--- src/hw/rtl/wmhp_pkg.sv ---
// ----------------------------------------------------------------------------
// wmhp_pkg
// Shared constants, codes and types of the 802.11 MAC header parser.
// ----------------------------------------------------------------------------
package wmhp_pkg;

    localparam int MAX_FRAME_BYTES = 4096;
    localparam int COUNT_W         = 13;
    localparam int COUNT_MAX       = (1 << COUNT_W) - 1;
    localparam int HDR_BYTES       = 30;
    localparam int HDR_SHORT       = 24;
    localparam int HDR_LONG        = 30;
    localparam int MIN_FRAME_BYTES = 10;
    localparam int ADDR_W          = 48;
    localparam int ADDR_BYTES      = 6;
    localparam int OFFSET_W        = 5;

    localparam logic [1:0] TYPE_MGMT      = 2'b00;
    localparam logic [1:0] TYPE_DATA      = 2'b10;
    localparam logic [3:0] SUBTYPE_DATA   = 4'd0;
    localparam logic [3:0] SUBTYPE_NULL   = 4'd4;
    localparam logic [1:0] DS_BOTH        = 2'b11;

    typedef enum logic [1:0] {
        ST_OK          = 2'd0,
        ST_SHORT       = 2'd1,
        ST_UNSUPPORTED = 2'd2,
        ST_OVERSIZE    = 2'd3
    } status_t;

    typedef struct packed {
        logic                          valid;
        logic [COUNT_W-1:0]            pos;
        logic [15:0]                   frame_ctrl;
        logic [15:0]                   dur_id;
        logic [3:0][ADDR_W-1:0]        address;
        logic [15:0]                   seq_ctrl;
    } view_t;

endpackage

--- src/hw/rtl/wmhp_if.sv ---
// ----------------------------------------------------------------------------
// wmhp interfaces
// Byte stream channel and header result channel, valid/ready handshake.
// ----------------------------------------------------------------------------
interface wmhp_byte_if;
    logic       valid;
    logic       ready;
    logic [7:0] frame_byte;
    logic       last_byte;

    modport source (output valid, frame_byte, last_byte, input ready);
    modport sink   (input valid, frame_byte, last_byte, output ready);
endinterface

interface wmhp_result_if;
    logic        valid;
    logic        ready;
    logic [1:0]  status;
    logic [15:0] frame_ctrl;
    logic [15:0] dur_id;
    logic [47:0] address_one;
    logic [47:0] address_two;
    logic [47:0] address_three;
    logic [47:0] address_four;
    logic [15:0] seq_ctrl;
    logic [4:0]  payload_offset;
    logic [12:0] payload_length;

    modport source (output valid, status, frame_ctrl, dur_id, address_one,
                    address_two, address_three, address_four, seq_ctrl,
                    payload_offset, payload_length, input ready);
    modport sink   (input valid, status, frame_ctrl, dur_id, address_one,
                    address_two, address_three, address_four, seq_ctrl,
                    payload_offset, payload_length, output ready);
endinterface

--- src/hw/rtl/wlan_mac_header_parser.sv ---
// ----------------------------------------------------------------------------
// wlan_mac_header_parser
// 802.11 MAC header parser: byte stream in, one header result per frame out.
// ----------------------------------------------------------------------------
//  channel  dir  handshake     payload
//  frame    in   valid/ready   frame_byte[7:0], last_byte
//  header   out  valid/ready   status, header words, addresses, payload offset/length
//
//  One byte per cycle while no stall holds the input; a byte passes an input
//  register, then the capture and classification logic, and the last byte of a
//  frame goes from the input register into the result register.
//  Reset clears the valid flags and the byte counter.
//  A waiting result stalls the last byte of the next frame in the input register,
//  and the input with it; earlier bytes of that frame keep flowing.
// ----------------------------------------------------------------------------
module wlan_mac_header_parser (
    input  logic            clk,
    input  logic            rst_n,
    wmhp_byte_if.sink       frame,
    wmhp_result_if.source   header
);

    wmhp_pkg::view_t hdr_view;
    logic            hold;

    wmhp_capture u_capture (
        .clk   (clk),
        .rst_n (rst_n),
        .frame (frame),
        .hold  (hold),
        .view  (hdr_view)
    );

    wmhp_result u_result (
        .clk    (clk),
        .rst_n  (rst_n),
        .view   (hdr_view),
        .hold   (hold),
        .header (header)
    );

    a_no_overwrite: assert property (@(posedge clk) disable iff (!rst_n)
        hdr_view.valid |-> !hold)
        else $error("result overwritten while stalled");

    a_result_follows: assert property (@(posedge clk) disable iff (!rst_n)
        hdr_view.valid |=> header.valid)
        else $error("result not presented after last byte");

    a_error_zero: assert property (@(posedge clk) disable iff (!rst_n)
        (header.valid && header.status != wmhp_pkg::ST_OK) |->
        (header.payload_offset == '0 && header.payload_length == '0))
        else $error("error result carries nonzero lengths");

    a_offset_legal: assert property (@(posedge clk) disable iff (!rst_n)
        (header.valid && header.status == wmhp_pkg::ST_OK) |->
        (header.payload_offset == 5'(wmhp_pkg::HDR_SHORT) ||
         header.payload_offset == 5'(wmhp_pkg::HDR_LONG)))
        else $error("illegal payload offset");

endmodule

--- src/hw/rtl/wmhp_capture.sv ---
// ----------------------------------------------------------------------------
// wmhp_capture
// Input register, byte counter and header byte capture.
// ----------------------------------------------------------------------------
module wmhp_capture (
    input  logic                 clk,
    input  logic                 rst_n,
    wmhp_byte_if.sink            frame,
    input  logic                 hold,
    output wmhp_pkg::view_t      view
);

    logic                             s1_valid_reg;
    logic                             s1_valid_next;
    logic [7:0]                       s1_byte_reg;
    logic                             s1_last_reg;
    logic [wmhp_pkg::COUNT_W-1:0]     count_reg;
    logic [wmhp_pkg::COUNT_W-1:0]     count_next;
    logic [7:0]                       hdr_reg   [wmhp_pkg::HDR_BYTES];
    logic [7:0]                       hdr_merge [wmhp_pkg::HDR_BYTES];
    logic                             accept;
    logic                             s1_go;
    logic                             sat;

    assign sat         = (count_reg == wmhp_pkg::COUNT_W'(wmhp_pkg::COUNT_MAX));
    assign s1_go       = s1_valid_reg && !(s1_last_reg && hold);
    assign frame.ready = !s1_valid_reg || s1_go;
    assign accept      = frame.valid && frame.ready;

    always_comb
    begin
        for (int i = 0; i < wmhp_pkg::HDR_BYTES; i++)
        begin
            if (!sat && count_reg == wmhp_pkg::COUNT_W'(i))
            begin
                hdr_merge[i] = s1_byte_reg;
            end
            else
            begin
                hdr_merge[i] = hdr_reg[i];
            end
        end
    end

    always_comb
    begin
        s1_valid_next = s1_valid_reg;
        if (accept)
        begin
            s1_valid_next = 1'b1;
        end
        else if (s1_go)
        begin
            s1_valid_next = 1'b0;
        end
    end

    always_comb
    begin
        count_next = count_reg;
        if (s1_go)
        begin
            if (s1_last_reg)
            begin
                count_next = '0;
            end
            else if (!sat)
            begin
                count_next = count_reg + wmhp_pkg::COUNT_W'(1);
            end
        end
    end

    always_ff @(posedge clk or negedge rst_n)
    begin
        if (!rst_n)
        begin
            s1_valid_reg <= 1'b0;
            count_reg    <= '0;
        end
        else
        begin
            s1_valid_reg <= s1_valid_next;
            count_reg    <= count_next;
        end
    end

    always_ff @(posedge clk)
    begin
        if (accept)
        begin
            s1_byte_reg <= frame.frame_byte;
            s1_last_reg <= frame.last_byte;
        end
        if (s1_go)
        begin
            for (int i = 0; i < wmhp_pkg::HDR_BYTES; i++)
            begin
                hdr_reg[i] <= hdr_merge[i];
            end
        end
    end

    always_comb
    begin
        view.valid      = s1_go && s1_last_reg;
        view.pos        = count_reg;
        view.frame_ctrl = {hdr_merge[1], hdr_merge[0]};
        view.dur_id     = {hdr_merge[3], hdr_merge[2]};
        view.seq_ctrl   = {hdr_merge[23], hdr_merge[22]};
        for (int k = 0; k < wmhp_pkg::ADDR_BYTES; k++)
        begin
            view.address[0][8*k +: 8] = hdr_merge[4 + k];
            view.address[1][8*k +: 8] = hdr_merge[10 + k];
            view.address[2][8*k +: 8] = hdr_merge[16 + k];
            view.address[3][8*k +: 8] = hdr_merge[24 + k];
        end
    end

endmodule

--- src/hw/rtl/wmhp_result.sv ---
// ----------------------------------------------------------------------------
// wmhp_result
// Frame classification, status and result register.
// ----------------------------------------------------------------------------
module wmhp_result (
    input  logic                 clk,
    input  logic                 rst_n,
    input  wmhp_pkg::view_t      view,
    output logic                 hold,
    wmhp_result_if.source        header
);

    logic                              valid_reg;
    logic                              valid_next;
    wmhp_pkg::status_t                 status_next;
    wmhp_pkg::status_t                 status_reg;
    logic [1:0]                        ftype;
    logic [3:0]                        subtype;
    logic                              four;
    logic [wmhp_pkg::OFFSET_W-1:0]     hdr_len;
    logic                              short_hdr;
    logic                              ok;
    logic [15:0]                       fc_reg;
    logic [15:0]                       dur_reg;
    logic [15:0]                       seq_reg;
    logic [wmhp_pkg::ADDR_W-1:0]       addr_reg [4];
    logic [wmhp_pkg::OFFSET_W-1:0]     offset_reg;
    logic [wmhp_pkg::COUNT_W-1:0]      length_reg;

    assign ftype   = view.frame_ctrl[3:2];
    assign subtype = view.frame_ctrl[7:4];
    assign four    = (view.frame_ctrl[9:8] == wmhp_pkg::DS_BOTH);

    always_comb
    begin
        if (ftype == wmhp_pkg::TYPE_DATA && four)
        begin
            hdr_len = wmhp_pkg::OFFSET_W'(wmhp_pkg::HDR_LONG);
        end
        else
        begin
            hdr_len = wmhp_pkg::OFFSET_W'(wmhp_pkg::HDR_SHORT);
        end
    end

    assign short_hdr = (view.pos < (wmhp_pkg::COUNT_W'(hdr_len) - wmhp_pkg::COUNT_W'(1)));

    always_comb
    begin
        if (view.pos >= wmhp_pkg::COUNT_W'(wmhp_pkg::MAX_FRAME_BYTES))
        begin
            status_next = wmhp_pkg::ST_OVERSIZE;
        end
        else if (view.pos < wmhp_pkg::COUNT_W'(wmhp_pkg::MIN_FRAME_BYTES - 1))
        begin
            status_next = wmhp_pkg::ST_SHORT;
        end
        else if (ftype == wmhp_pkg::TYPE_MGMT)
        begin
            status_next = short_hdr ? wmhp_pkg::ST_SHORT : wmhp_pkg::ST_OK;
        end
        else if (ftype == wmhp_pkg::TYPE_DATA)
        begin
            if (subtype != wmhp_pkg::SUBTYPE_DATA && subtype != wmhp_pkg::SUBTYPE_NULL)
            begin
                status_next = wmhp_pkg::ST_UNSUPPORTED;
            end
            else
            begin
                status_next = short_hdr ? wmhp_pkg::ST_SHORT : wmhp_pkg::ST_OK;
            end
        end
        else
        begin
            status_next = wmhp_pkg::ST_UNSUPPORTED;
        end
    end

    assign ok   = (status_next == wmhp_pkg::ST_OK);
    assign hold = valid_reg && !header.ready;

    always_comb
    begin
        valid_next = valid_reg;
        if (view.valid)
        begin
            valid_next = 1'b1;
        end
        else if (header.ready)
        begin
            valid_next = 1'b0;
        end
    end

    always_ff @(posedge clk or negedge rst_n)
    begin
        if (!rst_n)
        begin
            valid_reg <= 1'b0;
        end
        else
        begin
            valid_reg <= valid_next;
        end
    end

    always_ff @(posedge clk)
    begin
        if (view.valid)
        begin
            status_reg  <= status_next;
            fc_reg      <= ok ? view.frame_ctrl : '0;
            dur_reg     <= ok ? view.dur_id : '0;
            seq_reg     <= ok ? view.seq_ctrl : '0;
            addr_reg[0] <= ok ? view.address[0] : '0;
            addr_reg[1] <= ok ? view.address[1] : '0;
            addr_reg[2] <= ok ? view.address[2] : '0;
            addr_reg[3] <= (ok && ftype == wmhp_pkg::TYPE_DATA && four) ? view.address[3] : '0;
            offset_reg  <= ok ? hdr_len : '0;
            length_reg  <= ok ? (view.pos + wmhp_pkg::COUNT_W'(1) - wmhp_pkg::COUNT_W'(hdr_len))
                              : '0;
        end
    end

    assign header.valid          = valid_reg;
    assign header.status         = status_reg;
    assign header.frame_ctrl     = fc_reg;
    assign header.dur_id         = dur_reg;
    assign header.address_one    = addr_reg[0];
    assign header.address_two    = addr_reg[1];
    assign header.address_three  = addr_reg[2];
    assign header.address_four   = addr_reg[3];
    assign header.seq_ctrl       = seq_reg;
    assign header.payload_offset = offset_reg;
    assign header.payload_length = length_reg;

endmodule

--- src/flat_wrapper.sv ---
// flat-port wrapper written by rule: the top's interface ports become plain ports
module wlan_mac_header_parser_flat 
  (clk, rst_n, frame_valid, frame_frame_byte, frame_last_byte, frame_ready, header_valid, header_status, header_frame_ctrl, header_dur_id, header_address_one, header_address_two, header_address_three, header_address_four, header_seq_ctrl, header_payload_offset, header_payload_length, header_ready);
  wmhp_byte_if frame_i ();
  wmhp_result_if header_i ();
  input  logic clk;
  input  logic rst_n;
  input wire logic [$bits(frame_i.valid)-1:0] frame_valid;
  input wire logic [$bits(frame_i.frame_byte)-1:0] frame_frame_byte;
  input wire logic [$bits(frame_i.last_byte)-1:0] frame_last_byte;
  output wire logic [$bits(frame_i.ready)-1:0] frame_ready;
  output wire logic [$bits(header_i.valid)-1:0] header_valid;
  output wire logic [$bits(header_i.status)-1:0] header_status;
  output wire logic [$bits(header_i.frame_ctrl)-1:0] header_frame_ctrl;
  output wire logic [$bits(header_i.dur_id)-1:0] header_dur_id;
  output wire logic [$bits(header_i.address_one)-1:0] header_address_one;
  output wire logic [$bits(header_i.address_two)-1:0] header_address_two;
  output wire logic [$bits(header_i.address_three)-1:0] header_address_three;
  output wire logic [$bits(header_i.address_four)-1:0] header_address_four;
  output wire logic [$bits(header_i.seq_ctrl)-1:0] header_seq_ctrl;
  output wire logic [$bits(header_i.payload_offset)-1:0] header_payload_offset;
  output wire logic [$bits(header_i.payload_length)-1:0] header_payload_length;
  input wire logic [$bits(header_i.ready)-1:0] header_ready;
  assign frame_i.valid = frame_valid;
  assign frame_i.frame_byte = frame_frame_byte;
  assign frame_i.last_byte = frame_last_byte;
  assign frame_ready = frame_i.ready;
  assign header_valid = header_i.valid;
  assign header_status = header_i.status;
  assign header_frame_ctrl = header_i.frame_ctrl;
  assign header_dur_id = header_i.dur_id;
  assign header_address_one = header_i.address_one;
  assign header_address_two = header_i.address_two;
  assign header_address_three = header_i.address_three;
  assign header_address_four = header_i.address_four;
  assign header_seq_ctrl = header_i.seq_ctrl;
  assign header_payload_offset = header_i.payload_offset;
  assign header_payload_length = header_i.payload_length;
  assign header_i.ready = header_ready;
  wlan_mac_header_parser u_core (.clk(clk), .rst_n(rst_n), .frame(frame_i), .header(header_i));
endmodule
--- config.mk ---
export PLATFORM = sky130hd
export DESIGN_NAME = wlan_mac_header_parser_flat
export DESIGN_NICKNAME = d
export VERILOG_FILES = /design/src/hw/rtl/wmhp_pkg.sv /design/src/hw/rtl/wmhp_if.sv /design/src/hw/rtl/wlan_mac_header_parser.sv /design/src/hw/rtl/wmhp_capture.sv /design/src/hw/rtl/wmhp_result.sv /design/src/flat_wrapper.sv
export SDC_FILE = /design/constraint.sdc
export NUM_CORES = 1
export LEC_CHECK = 0
export BUFFER_PORTS_ARGS = -buffer_cell sky130_fd_sc_hd__buf_4
export CORE_MARGIN = 5
export CORE_UTILIZATION = 35
export CTS_BUF_LIST = sky130_fd_sc_hd__clkbuf_2
export DETAILED_ROUTE_END_ITERATION = 6
export GPL_TIMING_DRIVEN = 0
export SLEW_MARGIN = 15
export SYNTH_ARGS = -nofsm -noshare
export SYNTH_HDL_FRONTEND = slang
export SYNTH_SLANG_ARGS = --single-unit
--- constraint.sdc ---
create_clock -name clk -period 12.2 [get_ports clk]
set_clock_uncertainty 0.15 [all_clocks]
set_input_delay 2.44 -clock clk [delete_from_list [all_inputs] [get_ports clk]]
set_output_delay 2.44 -clock clk [all_outputs]
set_load 0.005 [all_outputs]
## Yosys cells after proc, flatten, opt, wreduce, memory -nomap -nowiden

Memories as Yosys holds them, arrays and structs flattened.
Index checks and enable logic that the tools add are counted.

- Flip-flop bits (word level): 92
- Input bits: 13
- RAM bits: 432
- Memories kept: 2
- Logic and storage cells: 155

Memories:

| memory | depth | bits a word | read ports | clocked after memory_dff | write ports | RTL line | text |
|---|---|---|---|---|---|---|---|
| u_core.u_capture.hdr_reg | 30 | 8 | 30 | 0 | 30 | wmhp_capture.sv:19 | `logic [7:0] hdr_reg [wmhp_pkg::HDR_BYTES];` |
| u_core.u_result.addr_reg | 4 | 48 | 4 | 0 | 4 | wmhp_result.sv:26 | `logic [wmhp_pkg::ADDR_W-1:0] addr_reg [4];` |

- $add $sub $neg: 3
- Reductions and logical operators: 51
- Mux-type cells: 51
- Eq/ne operators: 34
- Order comparisons: 3

Operator list:

| kind | count |
|---|---|
| 8-bit two-way mux | 30 |
| 48-bit two-way mux | 4 |
| 13-bit by 5-bit equality test with 1-bit output (second input constant) | 14 |
| 13-bit by 4-bit equality test with 1-bit output (second input constant) | 8 |
| 13-bit by 3-bit equality test with 1-bit output (second input constant) | 4 |
| 1-bit logical AND | 39 |
| 13-bit by 2-bit equality test with 1-bit output (second input constant) | 2 |
| 13-bit two-way mux | 2 |
| 13-bit by 1-bit adder with 13-bit output (second input constant) | 1 |
| 13-bit by 1-bit equality test with 1-bit output (second input constant) | 1 |
| 13-bit equality test (second input constant) | 1 |
| 13-bit greater-or-equal comparator (second input constant) | 1 |
| 13-bit zero test | 1 |
| 13-bit < comparator | 1 |
| 13-bit by 4-bit < comparator with 1-bit output (second input constant) | 1 |
| 13-bit by 5-bit subtractor with 13-bit output | 1 |
| 2-bit two-way mux | 5 |
| 1-bit two-way mux | 9 |
| 5-bit by 1-bit subtractor with 6-bit output (second input constant) | 1 |
| 2-bit equality test (second input constant) | 2 |
| 1-bit zero test | 4 |
| 2-bit zero test | 2 |
| 4-bit by 3-bit != test with 1-bit output (second input constant) | 1 |
| 2-bit nonzero test | 2 |
| other kinds (5) | 5 |

## Depth between registers and ports, before layout

Gate-level depths: netlist (run 1).

- Depth in word-level cells: 19
- Mapped depth: 17

## By module

From an unflattened synthesis (run 1), not the netlist that was laid out.

- Cell total of the unflattened synthesis: 1,321
- Area total of the unflattened synthesis: 22,116.2 um2

Modules (own cells, without submodules):

| module | cells each | instances | area each (um2) |
|---|---|---|---|
| wmhp_capture | 672 | 1 | 11,741.3 |
| wmhp_result | 649 | 1 | 10,375.0 |

## Least setup slack after synthesis (run 1)

OpenSTA, ideal clock, no wires.

- Path kind: input-to-reg
- From: in header_ready
- To: mem u_core.u_result.addr_reg[0][0] (netlist name), enable pin
- Path buffers: 0
- Cell stages on the path: 5
- Arrival: 12,719 ps
- Required time: 11,445 ps
- Setup slack: -1,275 ps
- Cells stage by stage: nand3b_1 nand2_1 inv_1 nand2_1 inv_1

RTL lines:

| element | RTL line | text |
|---|---|---|
| start, declared | flat_wrapper.sv:23 | `input wire logic [$bits(header_i.ready)-1:0] header_ready;` |
| end, declared | wmhp_result.sv:26 |  |

## Final worst setup path (run 1)

- From: in header_ready
- To: out frame_ready

- Cells in the longest elaborated chain, start to end: 6

Ends and longest elaborated chain:

| element | RTL line | text |
|---|---|---|
| 1-bit zero test | wmhp_result.sv:80 | `assign hold = valid_reg && !header.ready;` |
| 1-bit logical AND | wmhp_result.sv:80 |  |
| 1-bit logical AND | wmhp_capture.sv:26 | `assign s1_go = s1_valid_reg && !(s1_last_reg && hold);` |
| 1-bit zero test | wmhp_capture.sv:26 |  |
| 1-bit logical AND | wmhp_capture.sv:26 |  |
| 1-bit logical OR | wmhp_capture.sv:27 | `assign frame.ready = !s1_valid_reg \|\| s1_go;` |
| end, declared | flat_wrapper.sv:11 | `output wire logic [$bits(frame_i.ready)-1:0] frame_ready;` |

No other way between the ends.

==> run_results.csv, run 1 <==
group,metric,value,unit
power,switching_share,25.32,%
power,comb_power_share,8.2,%
clocking,cts_tree,"done",
placed_design,place_ws,6.681,ns
worst_setup_path,rr_worst_depth,16,
drt,vias,12790,
worst_setup_path,crit_fanout,3,
worst_setup_path,cpPeakStageDelay,0.21,ns
yosys,avgSynthCellArea,16.33,µm²
grt,grt_overflow_total,0,
clocking,cts_max_path_buffers,3,
power,p_leak,0.009504,µW
grt,antenna_found_initial,3,
worst_setup_path,crit_chain,"buf_4, nand4b_1, buf_4",
yosys,syn_area,21720,µm²
clocking,htree_levels,4,
grt,grt_usage,16.25,%
floorplanning,io_pins,275,
timing,hold_viol,0,
yosys,synth-edff-count,506,
clocking,cts_resized,0,
worst_setup_path,path_buf_inv,2,
grt,grt_start_max_net_pins,102,
worst_setup_path,crit_cells,3,
timing,worst_slack,6.668,ns
floorplanning,fp.dieW,259.1,µm
cells_and_area,drive_gt1_share,42.49,%
clocking,clkTransAtPathRegs,0.06,ns
floorplanning,num_rows,91,
drt,post_drt_wl_per_cell,20.73,µm
clocking,clock-root-buffer,"clkbuf_2",
yosys,ys_ff_latch,521,
power,p_sw,919.0,µW
yosys,yosys_warnings,0,
placed_design,dp_cells,2451,
clocking,postCtsHoldBufs,0,
clocking,cts_sinks,521,
timing,min_period,5.532,ns
yosys,synthArstFlopShare,2.879,%
placed_design,routabilityCongestion,0.8084,
drt,drc_errors,0,
worst_setup_path,cpLargestDelayFamily,"buffers and inverters",
run_status,outcome,"finished, final reports clean",
timing,finalMaxSlewViolations,0,
worst_setup_path,startpoint_type,"primary input",
timing,slew-limit-headroom,31.01,%
cells_and_area,final_cells,2685,
floorplanning,initial_core_util,35.26,%
yosys,ys_top_cells_by_count,"edfxtp_1 (506), mux2_2 (242), and2_1 (182), nor2b_1 (55), nand2_1 (54)",
cells_and_area,final_nets,1774,
grt,grt_pass1_wl,81560,µm
drt,drt_iter0_drc,828,
power,p_seq_share,57.7,%
drt,ant_nets,0,
flow_run,cap_viol_max_count,0,
timing,finalSetupViolCount,0,
worst_setup_path,cpMostUsedCell,"buf_4",
timing,worst_slew_pin_slew,1.035,ns
floorplanning,dieArea,67150,µm²
worst_setup_path,slowest_stage,"nand4b_1",
hold_path,hp-class,"reg2reg",
power,clockPowerShare,34.0,%
worst_setup_path,crit_type,"in2out",
cells_and_area,areaGrowthSynthToFinish,21.09,%
power,power.internal,2711,µW
placed_design,io_buffers,273,
yosys,synth_seq_area_share,71.68,%
timing,fin_crit_sh,45.35,%
yosys,yosysMostFrequentCell,"edfxtp_1",
worst_setup_path,cp.arrival,2.94,ns
worst_setup_path,worstSetupEndpointType,"output pin",
yosys,synthFlopType,"edfxtp_1",
floorplanning,coreArea,61600,µm²
yosys,ys_types,55,
yosys,syn_inst,1330,
timing,rsz0062_at_grt,"no",
power,ir_worst_vdd,69.04,µV
drt,vias_per_cell,4.764,
drt,routed_wl,55650,µm
drt,first_pass_iters,5,
hold_path,holdPathStages,1,
placed_design,hpwl,36720,µm
yosys,synth_area_leaders,"edfxtp_1 (70%), mux2_2 (13%), and2_1 (5.2%)",
cells_and_area,largest_register_ffs,240,
clocking,clock_latency,1.24,ns
floorplanning,die_h,259.1,µm
worst_setup_path,cp.required,9.61,ns
yosys,synth_top_cell_area_share,69.95,%
clocking,post_cts_buffers,0,
power,powerDensity,138.0,nW/µm²
timing,timing.fmax,180.8,MHz
grt,grt_pass1_vias,13024,
timing,setup_tns,0,ns
clocking,cts_buffers,139,
yosys,synth_area_leader_cell,"edfxtp_1",
## power groups by stage
stage / sequential, µW / combinational [µW] / clock (µW)
2_1_floorplan: 2150 / 155 / 0
3_3_place_gp: 2170 / 285 / 0
3_5_place_dp: 2140 / 303 / 0
4_1_cts: 2100 / 304 / 1300
5_1_grt: 2100 / 324 / 1400
6_report: 2100 / 298 / 1240
## final timing paths
path	start	end	slack [ns]
max in group asynchronous	rst_n	u_core.u_capture.count_reg[5]$_DFFE_PN0P_	10.74
min reg2reg	u_core.u_capture.hdr_reg[0][26]$_DFFE_PP_	u_core.u_capture.hdr_reg[0][26]$_DFFE_PP_	0.42
min in group asynchronous	rst_n	u_core.u_capture.count_reg[1]$_DFFE_PN0P_	0.90
min	u_core.u_capture.hdr_reg[0][26]$_DFFE_PP_	u_core.u_capture.hdr_reg[0][26]$_DFFE_PP_	0.42
max	header_ready	frame_ready	6.67
max reg2reg	u_core.u_capture.count_reg[0]$_DFFE_PN0P_	u_core.u_result.addr_reg[3][28]$_SDFFCE_PN0P_	7.05
## through the flow
| stage | hold WS (ns) | instance area [µm²] | power [µW] | util (%) |
|---|---|---|---|---|
| after floorplan | 0.3842 | 21730 | 2304 | - |
| after global placement | 0.3953 | 24830 | 2451 | 40.30 |
| after detailed placement | 0.3986 | 25050 | 2440 | 40.67 |
| after CTS | 0.4197 | 26290 | 3704 | 42.68 |
| after global routing | 0.4352 | 26300 | 3826 | 42.69 |
| final | 0.4151 | 26300 | 3630 | 42.70 |
## layout by cell type (no fill, tap or decap), types with 5 or more instances in the layout
cell        n
edfxtp_1  506
o21ai_0    18
buf_6      11
nand3_1    11
nand2b_1    6
a21oi_1    14
dfrtp_1    15
clkinv_1   15
ha_1        6
a31oi_1     5
nor2_2     10
nor2_1     23
clkbuf_1   48
buf_12      8
nor2b_1    55
xnor2_1    11
inv_1      10
nand2_1    54
or3_1       7
and2_1    182
mux2i_1     6
and3_1     17
mux2_2    242
buf_4     279
diode_2     5
clkbuf_2  204
nor3_1      6
## per-layer routing
| metal | wire length (µm) | global-route usage (%) |
|---|---|---|
| met5 | 8 | 0 |
| met1 | 24160 | 21.18 |
| met4 | 1188 | 5.637 |
| met3 | 3835 | 5.145 |
| met2 | 26450 | 25.82 |
## worst reg2reg max path, stage by stage, from the launching register on
cell       delay (ns)
dfrtp_1          0.39
clkbuf_1         0.37
inv_1            0.13
ha_1             0.21
nor2b_1          0.13
nand4_1          0.12
buf_2            0.28
mux2i_1          0.50
nand2_1          0.22
ha_1             0.36
a31o_2           0.21
a2111oi_2        0.58
nand2_1          0.12
nand4_1          0.27
clkbuf_2         0.28
clkbuf_1         0.40
nor2b_1          0.12
## logic make-up after synthesis
group	synth area share, %
DFF	71.68
and+or+nand+nor	10.56
muxes	12.82
buffers and inverters	1.964
AOI/OAI and AO/OA	2.010
xor gates and xnor gates	0.6048
adders and majority gates	0.3456
other	0.01726
## cell type report
class / count / area (µm²)
Multi-Input combinational cell: 726 / 5729
Timing Repair Buffer: 283 / 2265
Buffer: 71 / 377.9
Antenna cell: 5 / 12.51
Inverter: 13 / 60.06
Fill cell: 5694 / 35300
Clock inverter: 26 / 225.2
Tap cell: 837 / 1047
Sequential cell: 521 / 15570
Clock buffer: 203 / 1016
Power figures use the tool's default switching activity.
==> run 2, diff against run 1 <==
- ABC_AREA: unset -> 1
- clock period: 12.2 -> 5 ns (I/O delays scaled with it)
==> run 2 against run 1 <==
Synthesized area shrank 0.58%. Hold slack lost 0.069 ns. Via count grew 22%. Non-clock buffer count grew 21. Register-to-register slack lost 6.0 ns. Final cell count grew 21%. Count of clock-buffer cells in the layout shrank 4. Sequential share of layout area shrank 0.22 points. Setup slack lost 5.6 ns. Critical endpoint is now u_core.u_result.addr_reg[0][30]$_SDFFCE_PP0P_. Largest power group unchanged. Highest routed layer is now met4.
==> run_results.csv, run 2 <==
group,metric,value,unit
run_status,outcome,"finished, final reports clean",
floorplanning,coreArea,61370,µm²
timing,finalMaxSlewViolations,0,
yosys,synth_area_leaders,"edfxtp_1 (70%), nand2_1 (12%), a21oi_1 (4.3%)",
drt,ant_nets,0,
placed_design,hpwl,41810,µm
grt,grt_pass1_wl,91460,µm
worst_setup_path,cp.arrival,4.72,ns
drt,first_pass_iters,5,
clocking,clkTransAtPathRegs,0.10,ns
timing,worst_slack,1.098,ns
drt,vias,15646,
timing,slew-limit-headroom,26.28,%
floorplanning,die_h,258.4,µm
timing,timing.fmax,256.3,MHz
clocking,cts_sinks,521,
floorplanning,io_pins,275,
worst_setup_path,startpoint_type,"register",
yosys,synthFlopType,"edfxtp_1",
timing,worst_slew_pin_slew,1.106,ns
cells_and_area,seq_area,15570,µm²
grt,grt_overflow_total,0,
timing,hold_viol,0,
timing,finalSetupViolCount,0,
drt,post_drt_wl_per_cell,18.98,µm
timing,min_period,3.902,ns
clocking,cts_buffers,141,
placed_design,place_ws,1.070,ns
grt,antenna_found_initial,2,
cells_and_area,fillers,5868,
floorplanning,initial_core_util,35.19,%
yosys,ys_ff_latch,521,
drt,routed_wl,61560,µm
yosys,yosys_warnings,0,
cells_and_area,areaGrowthSynthToFinish,22.25,%
cells_and_area,final_nets,2373,
worst_setup_path,crit_fanout,10,
floorplanning,fp.dieW,258.4,µm
worst_setup_path,cpMostUsedCell,"nand2_1",
drt,drt_iter0_drc,1344,
placed_design,io_buffers,273,
timing,fin_crit_sh,78.05,%
power,p_leak,0.01125,µW
clocking,cts_resized,0,
grt,grt_start_max_net_pins,42,
floorplanning,num_rows,91,
flow_run,cap_viol_max_count,0,
yosys,synth_top_cell_area_share,70.36,%
grt,grt_pass1_vias,15442,
drt,vias_per_cell,4.825,
yosys,synth-edff-count,506,
worst_setup_path,r2r_slack,1.10,ns
floorplanning,dieArea,66770,µm²
cells_and_area,final_cells,3243,
yosys,avgSynthCellArea,11.33,µm²
yosys,ys_top_cells_by_count,"nand2_1 (678), edfxtp_1 (506), a21oi_1 (187), inv_1 (169), nor2_1 (92)",
grt,grt_usage,18.05,%
yosys,synth_area_leader_cell,"edfxtp_1",
worst_setup_path,crit_chain,"inv_1, ha_1, nand2_1, nor2_4, nand2_2, nand2_1, nand2_1, nor2_1, nand2_1, ha_1, a211oi_1, nand2_1, nand3_2, buf_2, buf_2, a21oi_1",
clocking,cts_tree,"done",
clocking,cts_max_path_buffers,3,
power,powerDensity,345.1,nW/µm²
yosys,yosysMostFrequentCell,"nand2_1",
cells_and_area,multi_input_area,5087,µm²
cells_and_area,largest_register_ffs,240,
worst_setup_path,slowest_stage,"dfrtp_1",
yosys,syn_area,21600,µm²
cells_and_area,layout_commonest_cell,"nand2_1",
clocking,clock-root-buffer,"clkbuf_2",
worst_setup_path,cp.required,5.82,ns
hold_path,hp-class,"in2reg",
worst_setup_path,cpPeakStageDelay,0.44,ns
timing,rsz0062_at_grt,"no",
yosys,synth_seq_area_share,72.09,%
placed_design,routabilityCongestion,0.8367,
worst_setup_path,worstSetupEndpointType,"register",
cells_and_area,drive_gt1_share,24.01,%
yosys,ys_types,35,
yosys,syn_inst,1907,
placed_design,dp_cells,2986,
power,p_total,9111,µW
drt,drc_errors,0,
clocking,htree_levels,4,
yosys,synthArstFlopShare,2.879,%
clocking,clock_latency,1.29,ns
cells_and_area,final_cell_mix,"nand2_1 (677), edfxtp_1 (506), buf_4 (277)",
worst_setup_path,crit_type,"reg2reg",
power,ir_worst_vdd,172.0,µV
==> run 2: final cells by class <==
cell class / count / area share (%)
Timing Repair Buffer: 303 / 9.497
Antenna cell: 4 / 0.03791
Clock inverter: 39 / 0.8388
Inverter: 173 / 2.535
Sequential cell: 521 / 58.97
Buffer: 72 / 1.332
Clock buffer: 199 / 3.772
Multi-Input combinational cell: 1142 / 19.27
Tap cell: 790 / 3.744
==> run 2: critical path, delay by kind of cell (launching register included) <==
family	cells	cell delay (ns)
DFF	1	0.44
and+or+nand+nor	9	1.20
buffers and inverters	3	0.92
AOI/OAI and AO/OA	2	0.40
adders and majority gates	2	0.49
==> run 2: timing repair <==
item,4_1_cts,5_1_grt
setup buffers,0,0
endpoints found under the hold margin,30,0
hold buffers,15,0
==> run 2: path summary, 6_finish.rpt <==
| path | start | end | depth (start not counted) |
|---|---|---|---|
| worst max-delay path | u_core.u_capture.count_reg[1]$_DFFE_PN0P_ | u_core.u_result.addr_reg[0][30]$_SDFFCE_PP0P_ | 16 |
| worst min-delay path | frame_frame_byte[6] | u_core.u_capture.s1_byte_reg[6]$_DFFE_PP_ | 2 |
| min in group asynchronous | rst_n | u_core.u_capture.count_reg[7]$_DFFE_PN0P_ | 3 |
| max in group asynchronous | rst_n | u_core.u_capture.s1_valid_reg$_DFFE_PN0P_ | 3 |
| worst max register to register | u_core.u_capture.count_reg[1]$_DFFE_PN0P_ | u_core.u_result.addr_reg[0][30]$_SDFFCE_PP0P_ | 16 |
| worst min register to register | u_core.u_capture.hdr_reg[0][16]$_DFFE_PP_ | u_core.u_capture.hdr_reg[0][16]$_DFFE_PP_ | 2 |
==> run 2: cell families after synthesis <==
group                      count (synthesis)  share of synthesized area (%)
buffers and inverters                    245                          4.617
other                                      1                        0.01736
AOI/OAI and AO/OA                        267                          6.303
adders and majority gates                  6                         0.3476
DFF                                      521                          72.09
and+or+nand+nor                          862                          16.42
xor gates and xnor gates                   5                         0.2028
==> run 2: where the power goes <==
part | switching [µW] | internal [µW]
registers | 103 | 5160
logic | 593 | 310
clock network | 1770 | 1170
total | 2470 | 6650
==> run 2: stage by stage <==
step	utilization (%)	hold WS, ns	area, µm²	setup TNS, ns
floorplan	-	0.3561	21630	-1252.95
global placement	40.20	0.3703	24670	-2881.46
detailed placement	40.75	0.3755	25010	0
CTS	42.98	0.1246	26370	0
global route	43.02	0.1488	26400	0
finish	43.02	0.3457	26400	0
==> run 2: layer usage <==
layer / wire length, µm / GRT usage, %
met1: 25720 / 23.57
met2: 29910 / 29.14
met3: 4859 / 5.495
met4: 1064 / 5.637
met5: 0 / 0
==> run 3, diff against run 2 <==
- clock period: 5 -> 4 ns (I/O delays scaled with it)
==> run 3 against run 2 <==
Combinational power grew 26%. Die area is the same. Power grew 25%. Critical path depth shrank 3. Maximum frequency grew 2.0%. Critical path type unchanged. Non-clock buffer count grew 9.
==> run_results.csv, run 3 (synthesis results as in run 2) <==
group,metric,value,unit
drt,drt_iter0_drc,1276,
worst_setup_path,cpMostUsedCell,"nand2_1",
cells_and_area,largest_register_ffs,240,
floorplanning,fp.dieW,258.4,µm
worst_setup_path,crit_cells,13,
timing,hold_viol,0,
timing,min_period,3.824,ns
grt,grt_usage,18.11,%
worst_setup_path,crit_type,"reg2reg",
power,ir_worst_vdd,216.0,µV
floorplanning,initial_core_util,35.19,%
timing,fin_crit_sh,95.60,%
floorplanning,io_pins,275,
grt,grt_start_max_net_pins,42,
placed_design,io_buffers,273,
worst_setup_path,crit_fanout,10,
grt,grt_pass1_wl,91800,µm
timing,finalSetupViolCount,0,
placed_design,place_ws,0.06990,ns
clocking,cts_sinks,521,
power,powerDensity,429.9,nW/µm²
drt,routed_wl,61820,µm
hold_path,min_from,"header_ready",
floorplanning,num_rows,91,
hold_path,min_to,"u_core.u_result.header.valid$_DFFE_PN0P_",
placed_design,routabilityCongestion,0.8367,
worst_setup_path,cpLargestDelayFamily,"buffers and inverters",
placed_design,detailed_place.area,25010,µm²
cells_and_area,final_cell_mix,"nand2_1 (677), edfxtp_1 (506), buf_4 (277)",
drt,vias_per_cell,4.827,
grt,grt_pass1_vias,15515,
cells_and_area,layout_commonest_cell,"nand2_1",
drt,drc_errors,0,
drt,post_drt_wl_per_cell,19.01,µm
timing,worst_slack,0.1760,ns
floorplanning,coreArea,61370,µm²
timing,rsz0062_at_grt,"no",
run_status,outcome,"finished, final reports clean",
worst_setup_path,r2r-start,"u_core.u_capture.s1_byte_reg[3]$_DFFE_PP_",
power,p_leak,0.01130,µW
drt,vias,15697,
clocking,cts_max_path_buffers,3,
drt,first_pass_iters,5,
clocking,cts_buffers,141,
worst_setup_path,cpPeakStageDelay,0.65,ns
placed_design,hpwl,41810,µm
timing,timing.fmax,261.5,MHz
worst_setup_path,timing.rr.end,"u_core.u_result.header.frame_ctrl[11]$_SDFFCE_PP0P_",
clocking,post_cts_buffers,0,
grt,antenna_found_initial,2,
clocking,clkTransAtPathRegs,0.09,ns
worst_setup_path,cp.required,4.84,ns
worst_setup_path,slowest_stage,"clkbuf_1",
grt,grt_overflow_total,0,
cells_and_area,areaGrowthSynthToFinish,22.73,%
clocking,clock-root-buffer,"clkbuf_2",
clocking,cts_tree,"done",
hold_path,hp-class,"in2reg",
worst_setup_path,crit_chain,"clkbuf_1, inv_1, nand3_1, nand2_1, nor2_1, nand2_1, ha_1, a211oi_1, nand2_1, nand3_2, clkbuf_4, buf_2, nor2_1",
worst_setup_path,worstSetupEndpointType,"register",
hold_path,holdPathStages,5,
cells_and_area,finalInstanceArea,26510,µm²
clocking,clock_latency,1.29,ns
cells_and_area,drive_gt1_share,23.92,%
worst_setup_path,rr_worst_depth,13,
worst_setup_path,startpoint_type,"register",
timing,slew-limit-headroom,24.81,%
flow_run,cap_viol_max_count,0,
floorplanning,dieArea,66770,µm²
drt,ant_nets,0,
worst_setup_path,r2r_slack,0.18,ns
worst_setup_path,cp.arrival,4.66,ns
timing,worst_slew_pin_slew,1.128,ns
cells_and_area,final_nets,2382,
worst_setup_path,path_buf_inv,4,
timing,finalMaxSlewViolations,0,
floorplanning,die_h,258.4,µm
clocking,htree_levels,4,
run 3: through the flow:
stage / power, µW / setup TNS, ns / std cells / hold slack, ns / util (%)
after global routing: 12040 / 0 / 3252 / 0.1187 / 43.19
after floorplan: 7338 / -1661.75 / 1908 / 0.3544 / -
after CTS: 11590 / 0 / 3249 / 0.05913 / 43.14
after detailed placement: 7829 / 0 / 2986 / 0.3755 / 40.75
after global placement: 7803 / -3290.26 / 2971 / 0.3703 / 40.20
final: 11390 / 0 / 3252 / 0.2916 / 43.19
run 3: report_power, final:
group	internal (µW)	leakage, µW	switching [µW]
combinational	394	0.00526	743
sequential	6460	0.00510	133
clock	1460	0.000936	2210
run 3: timing repair:
item / 4_1_cts / 5_1_grt
gates resized for setup: 0 / 3
hold endpoints to repair: 35 / 0
hold buffers: 25 / 0
endpoints found under the setup margin: 0 / 139
run 3: layout make-up:
class / instances / area, µm²
repair buffers: 313 / 2608
fillers: 5860 / 34860
well taps: 790 / 988.4
flip-flops and latches: 521 / 15570
plain buffers: 71 / 355.3
clock inverters: 39 / 221.5
clock buffers: 199 / 996.0
diodes: 4 / 10.01
inverters: 173 / 669.4
multi-input cells: 1142 / 5087
run 3: how the worst max path moves through the flow:
stage	slack (ns)	end	startpoint
after global placement	-9.68	u_core.u_result.addr_reg[0][19]$_SDFFCE_PP0P_	header_ready
after floorplan	-5.36	u_core.u_result.addr_reg[0][0]$_SDFFCE_PP0P_	header_ready
after global routing	0.0009	u_core.u_result.addr_reg[2][24]$_SDFFCE_PP0P_	u_core.u_capture.count_reg[1]$_DFFE_PN0P_
after CTS	0.07	u_core.u_result.addr_reg[0][28]$_SDFFCE_PP0P_	u_core.u_capture.s1_byte_reg[0]$_DFFE_PP_
after detailed placement	0.07	u_core.u_result.addr_reg[1][40]$_SDFFCE_PP0P_	u_core.u_capture.s1_byte_reg[0]$_DFFE_PP_
final	0.18	u_core.u_result.header.frame_ctrl[11]$_SDFFCE_PP0P_	u_core.u_capture.s1_byte_reg[3]$_DFFE_PP_
run 3: per-layer routing:
metal	global-route usage (%)	wire length (µm)	up-vias
met5	0	0	-
met4	5.770	1195	0
met3	5.524	4915	94
met2	29.16	29740	605
met1	23.68	25970	7525
li1	-	-	7473
run 3: tightest hold or removal path, stage by stage:
cell	delay, ns
dlygate4sd3_1	0.53
buf_4	0.15
inv_12	0.03
nand2_1	0.06
nand2_1	0.05
